### src/sv/pecp_pkg.sv
`timescale 1ns / 1ps
`default_nettype none

package pecp_pkg;

  localparam int SAMPLE_W = 10;
  localparam int SUM_W    = 14;
  localparam int AVG_SHIFT = 4;
  localparam int ERR_W    = 8;
  localparam int CALC_W   = 12;
  localparam int COUNT_W  = 16;
  localparam int STILL_W  = 4;
  localparam int WIN_W    = 6;
  localparam int RATE_W   = 14;
  localparam int SLOT_OUT_W = 4;

  localparam logic [COUNT_W-1:0] COUNT_CAP    = 16'hFF00;
  localparam logic [STILL_W-1:0] VALID_CAP    = 4'hF;
  localparam logic [WIN_W-1:0]   WINDOW_TICKS = 6'd40;

  localparam logic signed [CALC_W-1:0] ERR_MAX = 12'sd127;
  localparam logic signed [CALC_W-1:0] ERR_MIN = -12'sd128;

  localparam int APB_ADDR_W = 3;
  localparam int APB_DATA_W = 32;

  typedef enum logic {
    REG_ERROR_OFFSET = 1'b0,
    REG_MIN_READING  = 1'b1
  } reg_index_t;

  typedef enum logic {
    KIND_SAMPLE = 1'b0,
    KIND_TICK   = 1'b1
  } item_kind_t;

endpackage

`default_nettype wire

### src/sv/pulse_error_capture_prf_meter.sv
`timescale 1ns / 1ps
`default_nettype none

// pulse error capture and pulse-rate meter
// input channel (in_valid/in_ready) carries one beat per converter pair or
// per 100 ms tick; kind selects which. every accepted beat gives exactly one
// result beat on the output channel (out_valid/out_ready).
// a pulse closes on its final sample pair: the sums are averaged, the error
// is formed and clamped, and the ring slot, still count and pulse count move.
// every 40 ticks the pulse rate is reloaded from the window count.
// each result shows in the cycle after its input beat; one beat per cycle
// while out_ready is high, set by the single result register.
// in_ready stays high while the result register is empty or being taken, so
// a new beat enters in the same cycle as the previous result leaves.
// if the receiver stalls, the result holds and in_ready drops until it goes.
// synchronous reset clears all counters, sums, the ring pointer, the pulse
// rate and both configuration registers, and empties the result register.
// configuration is written over the apb port: error_offset at 0x0,
// min_reading at 0x4; write them only while no beat is in flight.
module pulse_error_capture_prf_meter
  import pecp_pkg::*;
#(
  parameter int SAMPLES_PER_PULSE = 15,
  parameter int HISTORY_DEPTH     = 16,
  parameter int ADC_BITS          = 10
) (
  input  wire                         clk,
  input  wire                         rst,
  // apb configuration
  input  wire                         psel,
  input  wire                         penable,
  input  wire                         pwrite,
  input  wire  [APB_ADDR_W-1:0]       paddr,
  input  wire  [APB_DATA_W-1:0]       pwdata,
  output logic [APB_DATA_W-1:0]       prdata,
  output logic                        pready,
  // input channel
  input  wire                         in_valid,
  output logic                        in_ready,
  input  wire                         kind,
  input  wire  [SAMPLE_W-1:0]         sigma_sample,
  input  wire  [SAMPLE_W-1:0]         delta_sample,
  input  wire                         motor_moving,
  input  wire                         skip_pulse,
  // output channel
  output logic                        out_valid,
  input  wire                         out_ready,
  output logic                        pulse_done,
  output logic signed [ERR_W-1:0]     error_value,
  output logic [SLOT_OUT_W-1:0]       history_slot,
  output logic [STILL_W-1:0]          valid_count,
  output logic [COUNT_W-1:0]          pulse_count,
  output logic [COUNT_W-1:0]          time_off,
  output logic                        rate_updated,
  output logic [RATE_W-1:0]           pulse_rate
);

  localparam int IDX_W  = $clog2(SAMPLES_PER_PULSE) + 1;
  localparam int SLOT_W = $clog2(HISTORY_DEPTH);
  localparam logic [IDX_W-1:0]  LAST_INDEX = IDX_W'(SAMPLES_PER_PULSE - 1);
  localparam logic [SLOT_W-1:0] LAST_SLOT  = SLOT_W'(HISTORY_DEPTH - 1);
  localparam logic [SAMPLE_W-1:0] ADC_MASK = SAMPLE_W'((1 << ADC_BITS) - 1);

  // configuration
  logic signed [ERR_W-1:0]  error_offset;
  logic [SAMPLE_W-1:0]      min_reading;
  logic                     cfg_write;
  reg_index_t               cfg_index;

  // state
  logic [IDX_W-1:0]   sample_index, sample_index_next;
  logic [SUM_W-1:0]   sigma_sum, sigma_sum_next;
  logic [SUM_W-1:0]   delta_sum, delta_sum_next;
  logic [SLOT_W-1:0]  write_slot, write_slot_next;
  logic [STILL_W-1:0] still_count, still_count_next;
  logic [COUNT_W-1:0] pulse_total, pulse_total_next;
  logic [COUNT_W-1:0] idle_ticks, idle_ticks_next;
  logic [COUNT_W-1:0] window_pulses, window_pulses_next;
  logic [WIN_W-1:0]   window_ticks, window_ticks_next;
  logic [RATE_W-1:0]  rate_value, rate_value_next;

  // per-beat working values
  logic                      in_beat;
  logic                      take_sample;
  logic                      close_pulse;
  logic                      close_window;
  logic [SUM_W-1:0]          sigma_acc, delta_acc;
  logic [SAMPLE_W-1:0]       sigma_avg, delta_avg;
  logic signed [CALC_W-1:0]  err_raw;
  logic signed [ERR_W-1:0]   err_clamped;
  logic signed [ERR_W-1:0]   err_final;
  logic [SLOT_W+SLOT_OUT_W-1:0] slot_wide;

  assign cfg_write = psel && penable && pwrite;
  assign cfg_index = reg_index_t'(paddr[2]);
  assign pready    = 1'b1;

  always_ff @(posedge clk) begin
    if (rst) begin
      error_offset <= '0;
      min_reading  <= '0;
    end else if (cfg_write) begin
      case (cfg_index)
        REG_ERROR_OFFSET: error_offset <= pwdata[ERR_W-1:0];
        REG_MIN_READING:  min_reading  <= pwdata[SAMPLE_W-1:0];
        default: ;
      endcase
    end
  end

  always_comb begin
    case (cfg_index)
      REG_ERROR_OFFSET: prdata = {{(APB_DATA_W-ERR_W){1'b0}}, error_offset};
      REG_MIN_READING:  prdata = {{(APB_DATA_W-SAMPLE_W){1'b0}}, min_reading};
      default:          prdata = '0;
    endcase
  end

  assign in_ready = !out_valid || out_ready;
  assign in_beat  = in_valid && in_ready;

  assign take_sample  = (kind == KIND_SAMPLE) && !skip_pulse;
  assign close_pulse  = take_sample && (sample_index == LAST_INDEX);
  assign close_window = (kind == KIND_TICK) && (window_ticks == WINDOW_TICKS - 1'b1);

  assign sigma_acc = sigma_sum + SUM_W'(sigma_sample & ADC_MASK);
  assign delta_acc = delta_sum + SUM_W'(delta_sample & ADC_MASK);
  assign sigma_avg = sigma_acc[AVG_SHIFT +: SAMPLE_W];
  assign delta_avg = delta_acc[AVG_SHIFT +: SAMPLE_W];

  assign err_raw = $signed({2'b00, sigma_avg}) - $signed({2'b00, delta_avg})
                 + CALC_W'(error_offset);

  always_comb begin
    if (err_raw > ERR_MAX) begin
      err_clamped = ERR_MAX[ERR_W-1:0];
    end else if (err_raw < ERR_MIN) begin
      err_clamped = ERR_MIN[ERR_W-1:0];
    end else begin
      err_clamped = err_raw[ERR_W-1:0];
    end
    // weak return on either channel means no usable pulse
    if (sigma_avg <= min_reading || delta_avg <= min_reading) begin
      err_final = '0;
    end else begin
      err_final = err_clamped;
    end
  end

  assign slot_wide = {{SLOT_OUT_W{1'b0}}, write_slot};

  always_comb begin
    sample_index_next  = sample_index;
    sigma_sum_next     = sigma_sum;
    delta_sum_next     = delta_sum;
    write_slot_next    = write_slot;
    still_count_next   = still_count;
    pulse_total_next   = pulse_total;
    idle_ticks_next    = idle_ticks;
    window_pulses_next = window_pulses;
    window_ticks_next  = window_ticks;
    rate_value_next    = rate_value;

    if (kind == KIND_SAMPLE) begin
      if (close_pulse) begin
        sample_index_next = '0;
        sigma_sum_next    = '0;
        delta_sum_next    = '0;
        write_slot_next   = (write_slot == LAST_SLOT) ? '0 : write_slot + 1'b1;
        if (motor_moving) begin
          still_count_next = STILL_W'(1);
        end else if (still_count == VALID_CAP) begin
          still_count_next = VALID_CAP;
        end else begin
          still_count_next = still_count + 1'b1;
        end
        pulse_total_next   = (pulse_total == COUNT_CAP) ? COUNT_CAP : pulse_total + 1'b1;
        idle_ticks_next    = '0;
        window_pulses_next = window_pulses + 1'b1;
      end else if (take_sample) begin
        sample_index_next = sample_index + 1'b1;
        sigma_sum_next    = sigma_acc;
        delta_sum_next    = delta_acc;
      end
    end else begin
      if (close_window) begin
        window_ticks_next  = '0;
        rate_value_next    = window_pulses[2 +: RATE_W];
        window_pulses_next = '0;
      end else begin
        window_ticks_next = window_ticks + 1'b1;
      end
      idle_ticks_next = (idle_ticks == COUNT_CAP) ? COUNT_CAP : idle_ticks + 1'b1;
    end
  end

  always_ff @(posedge clk) begin
    if (rst) begin
      sample_index  <= '0;
      sigma_sum     <= '0;
      delta_sum     <= '0;
      write_slot    <= '0;
      still_count   <= '0;
      pulse_total   <= '0;
      idle_ticks    <= '0;
      window_pulses <= '0;
      window_ticks  <= '0;
      rate_value    <= '0;
    end else if (in_beat) begin
      sample_index  <= sample_index_next;
      sigma_sum     <= sigma_sum_next;
      delta_sum     <= delta_sum_next;
      write_slot    <= write_slot_next;
      still_count   <= still_count_next;
      pulse_total   <= pulse_total_next;
      idle_ticks    <= idle_ticks_next;
      window_pulses <= window_pulses_next;
      window_ticks  <= window_ticks_next;
      rate_value    <= rate_value_next;
    end
  end

  // result register
  always_ff @(posedge clk) begin
    if (rst) begin
      out_valid <= 1'b0;
    end else if (in_beat) begin
      out_valid <= 1'b1;
    end else if (out_ready) begin
      out_valid <= 1'b0;
    end
  end

  always_ff @(posedge clk) begin
    if (in_beat) begin
      pulse_done   <= close_pulse;
      error_value  <= close_pulse ? err_final : '0;
      history_slot <= close_pulse ? slot_wide[SLOT_OUT_W-1:0] : '0;
      valid_count  <= still_count_next;
      pulse_count  <= pulse_total_next;
      time_off     <= idle_ticks_next;
      rate_updated <= close_window;
      pulse_rate   <= rate_value_next;
    end
  end

endmodule

`default_nettype wire

### config.mk
export PLATFORM = sky130hd
export DESIGN_NAME = pulse_error_capture_prf_meter
export DESIGN_NICKNAME = d
export VERILOG_FILES = /design/src/sv/pecp_pkg.sv /design/src/sv/pulse_error_capture_prf_meter.sv
export SDC_FILE = /design/constraint.sdc
export NUM_CORES = 1
export LEC_CHECK = 0
export BUFFER_PORTS_ARGS = -buffer_cell sky130_fd_sc_hd__buf_2
export CORE_UTILIZATION = 55
export CTS_CLUSTER_DIAMETER = 30
export DETAILED_ROUTE_END_ITERATION = 10
export PLACE_DENSITY = 0.84
export SLEW_MARGIN = 20
export SYNTH_ARGS = -nofsm -noshare
export SYNTH_HDL_FRONTEND = slang
export SYNTH_SLANG_ARGS = --single-unit
### constraint.sdc
create_clock -name clk -period 11.5 [get_ports clk]
set_input_delay 0 -clock clk [delete_from_list [all_inputs] [get_ports clk]]
set_output_delay 0 -clock clk [all_outputs]
set_load 0.005 [all_outputs]
==> results.py <==
metrics = {
    "synthesis": {
        "ys_seq_area_frac": 0.415,
        "avgSynthCellArea_sq_um": 8.97,
        "ys_warn_count": 0,
        "ys_seq_elements": 192,
        "synth_top_area_share": 0.237,
        "netlist_instances": 1204,
        "yosysTopAreaCell": "dfxtp_1",
        "ys_types": 91,
        "synthArstFlopShare": 0,
        "synth_edf_count": 64,
        "netlist_area_sq_um": 10800,
        "ys.flop_type": "dfxtp_1",
        "yosys-top-cells-area": "dfxtp_1 (24%), edfxtp_1 (18%), ha_1 (7.9%)",
    },
    "timing": {
        "slew_viol_final": 0,
        "grt_setup_unrepaired": "no",
        "worstMarginPinSlew_ns": 0.977,
        "max_freq_mhz": 177,
        "fin_crit_sh": 0.492,
        "relSlewSlack": 0.347,
        "fin_ws_ns": 5.84,
        "finalHoldViolations": 0,
        "fin_worst_skew_ns": 0.0180,
        "finalSetupViolations": 0,
        "min_period_ns": 5.66,
        "finalSetupTns_ns": 0,
    },
    "worst_setup_path": {
        "r2r_setup_slack_ns": 5.84,
        "critPathCaptureType": "register",
        "required_ns": 11.65,
        "crit_path_max_incr_delay_ns": 0.53,
        "r2r_cells": 22,
        "crit_arrival_ns": 5.81,
        "worst_path_max_delay_cell": "o311ai_1",
        "critPathKind": "reg2reg",
        "crit_path_max_fanout": 6,
        "worstPathCellList": "ha_1 > fa_1 > a21o_1 > a21oi_1 > xor2_1 > ha_1 > inv_1 > ha_1 > nor3_1 > o31ai_4 > a211oi_1 > o41ai_2 > maj3_2 > a21boi_2 > xnor2_1 > ha_1 > a21oi_1 > a21oi_1 > a21oi_1 > o21ai_0 > o311ai_1 > o21ai_0",
        "crit_cells": 22,
        "crit_buf_inv": 1,
        "crit_family": "compound AO/OA/AOI/OAI gates",
        "cp-start-kind": "register",
    },
    "flow_run": {
        "drv_cap": 0,
    },
    "floorplanning": {
        "rows": 50,
        "floorplan.initialDensity": 0.570,
        "die_x_um": 142,
        "io_pins": 164,
        "die_area_sq_um": 20200,
        "die_h_um": 142,
        "core_area_sq_um": 19000,
    },
    "power_and_ir_drop": {
        "power_leakage_nw": 4.98,
        "pwr_density_cell_nw_per_um2": 130,
        "ir_drop_v": 0.000109,
    },
    "cells_and_area": {
        "drive_gt1_frac": 0.161,
        "layout_commonest_cell": "nand2_1",
        "diodes": 0,
        "regArea_sq_um": 4480,
        "areaGrowthSynthToFinish_pct": 13.7,
        "fillers": 1549,
        "fin_nets": 1449,
        "multi_input_area_sq_um": 5850,
        "final_cell_mix": "nand2_1 (171), dfxtp_1 (128), nor2_1 (118), buf_2 (115), a21oi_1 (103)",
    },
    "global_route": {
        "grt_pass1_wl_um": 39200,
        "antenna_found_initial": 0,
        "first_global_vias": 8421,
        "grtUsageTotal": 0.241,
        "grt_max_degree": 87,
        "grt_overflow": 0,
    },
    "place": {
        "dp_hpwl_um": 16300,
        "place_ws_ns": 5.95,
        "routabilityCongestion": 0.884,
        "numPortBuffers": 116,
    },
    "clocking": {
        "clockBufferDepth": 2,
        "clk_latency_ns": 0.44,
        "post_cts_buffers": 0,
        "cts-root-buf": "clkbuf_16",
        "path_clk_slew_ns": 0.08,
        "h-tree-depth": 4,
        "cts_buffers": 17,
        "cts_num_sinks": 192,
        "cts_tree": "built",
    },
    "drt": {
        "via_per_inst": 5.62,
        "drt_iter0_markers": 552,
        "postRouteWirelength_um": 23600,
        "vias": 8913,
        "wl_per_cell_um": 14.9,
        "route.antenna.remaining_nets": 0,
        "drc": 0,
        "firstDrtPassIters": 5,
    },
    "worst_hold_path": {
        "min_path_cells": 4,
        "hold_class": "in2reg",
    },
    "outcome": {
        "status": "complete, no violations",
    },
}
-- registers in the layout, indices dropped and copies added, names as in the netlist, 5 cells and up --
register / cells
rate_value: 14
error_offset: 8
sample_index: 5
pulse_rate: 14
delta_sum: 14
sigma_sum: 14
min_reading: 10
window_pulses: 16
window_ticks: 6
time_off: 16
pulse_total: 16
error_value: 8
pulse_count: 16
idle_ticks: 16
-- layout make-up --
class,instances,area share
Clock buffer,17,0.0346
Clock inverter,15,0.0175
Inverter,50,0.0154
Multi-Input combinational cell,914,0.477
Sequential cell,192,0.365
Tap cell,260,0.0265
Timing Repair Buffer,138,0.0644
-- worst min-delay path, stage by stage --
cell,delay (ns)
buf_2,0.11
fa_1,0.16
nand3_1,0.06
a21oi_1,0.15
-- synth_stat cells, types with 3 or more instances --
| master | instances |
|---|---|
| a211oi_1 | 6 |
| a21o_1 | 19 |
| a21oi_1 | 103 |
| a21oi_2 | 5 |
| a22oi_1 | 22 |
| a311oi_1 | 4 |
| a31oi_1 | 10 |
| and2_1 | 4 |
| and3_1 | 18 |
| buf_1 | 6 |
| buf_2 | 5 |
| buf_4 | 23 |
| clkbuf_1 | 34 |
| dfxtp_1 | 128 |
| edfxtp_1 | 64 |
| fa_1 | 3 |
| ha_1 | 68 |
| inv_1 | 50 |
| mux2_2 | 21 |
| nand2_1 | 171 |
| nand2b_1 | 11 |
| nand3_1 | 34 |
| nand4_1 | 24 |
| nor2_1 | 118 |
| nor2b_1 | 7 |
| nor3_1 | 16 |
| nor3_2 | 4 |
| nor4_1 | 3 |
| o211ai_1 | 4 |
| o21a_1 | 8 |
| o21ai_0 | 49 |
| o21ai_1 | 6 |
| o21bai_1 | 3 |
| o31ai_1 | 6 |
| o31ai_4 | 3 |
| or3_1 | 8 |
| xnor2_1 | 31 |
| xor2_1 | 43 |
-- what timing repair did --
| action | in CTS | in global routing |
|---|---|---|
| gates resized for setup | 0 | 0 |
| hold buffers | 17 | 0 |
| endpoints found under the hold margin | 46 | 0 |
-- kinds of logic (layout without fill, tap and decap cells) --
kind of cell    after synthesis  in the layout  synth area share
fa+ha+maj                    73             73            0.0863
mux                          23             23            0.0237
compound gates              277            277             0.169
buf+inv                     119            220            0.0506
xor+xnor                     76             76            0.0640
other cells                   2             23          0.000695
simple gates                442            442             0.191
flops                       192            192             0.415
-- metrics by stage --
| step | hold slack [ns] | cell area (sq um) | util | instances | power (mW) |
|---|---|---|---|---|---|
| final | 0.0752 | 12300 | 0.648 | 1586 | 1.59 |
| after global routing | 0.0831 | 12300 | 0.648 | 1586 | 1.66 |
| after CTS | 0.0772 | 12300 | 0.648 | 1586 | 1.60 |
| after detailed placement | 0.264 | 11500 | 0.605 | 1537 | 0.979 |
| after global placement | 0.251 | 11500 | 0.605 | 1537 | 0.971 |
| after floorplan | 0.125 | 10900 | - | 1225 | 0.923 |
-- per-layer routing --
layer / GRT usage / routed length (um) / up-vias
met3: 0.0454 / 1270 / 30
met2: 0.430 / 12000 / 292
met4: 0.0702 / 332 / 0
met1: 0.294 / 10000 / 4158
met5: 0 / 0 / -
li1: - / - / 4433
-- report_power, final --
group | total [mW] | switching, mW | leakage [nW] | internal, mW
combinational | 0.248 | 0.146 | 2.99 | 0.102
clock | 0.621 | 0.301 | 0.309 | 0.319
sequential | 0.724 | 0.00786 | 1.67 | 0.717
total | 1.59 | 0.455 | 4.98 | 1.14
-- worst paths after layout --
path                                       from              to
worst max-delay path               sigma_sum[0]  error_value[3]
worst min register to register   rate_value[10]  rate_value[10]
worst min-delay path            delta_sample[1]    delta_sum[1]
worst max register to register     sigma_sum[0]  error_value[3]
Power figures use the tool's default switching activity.
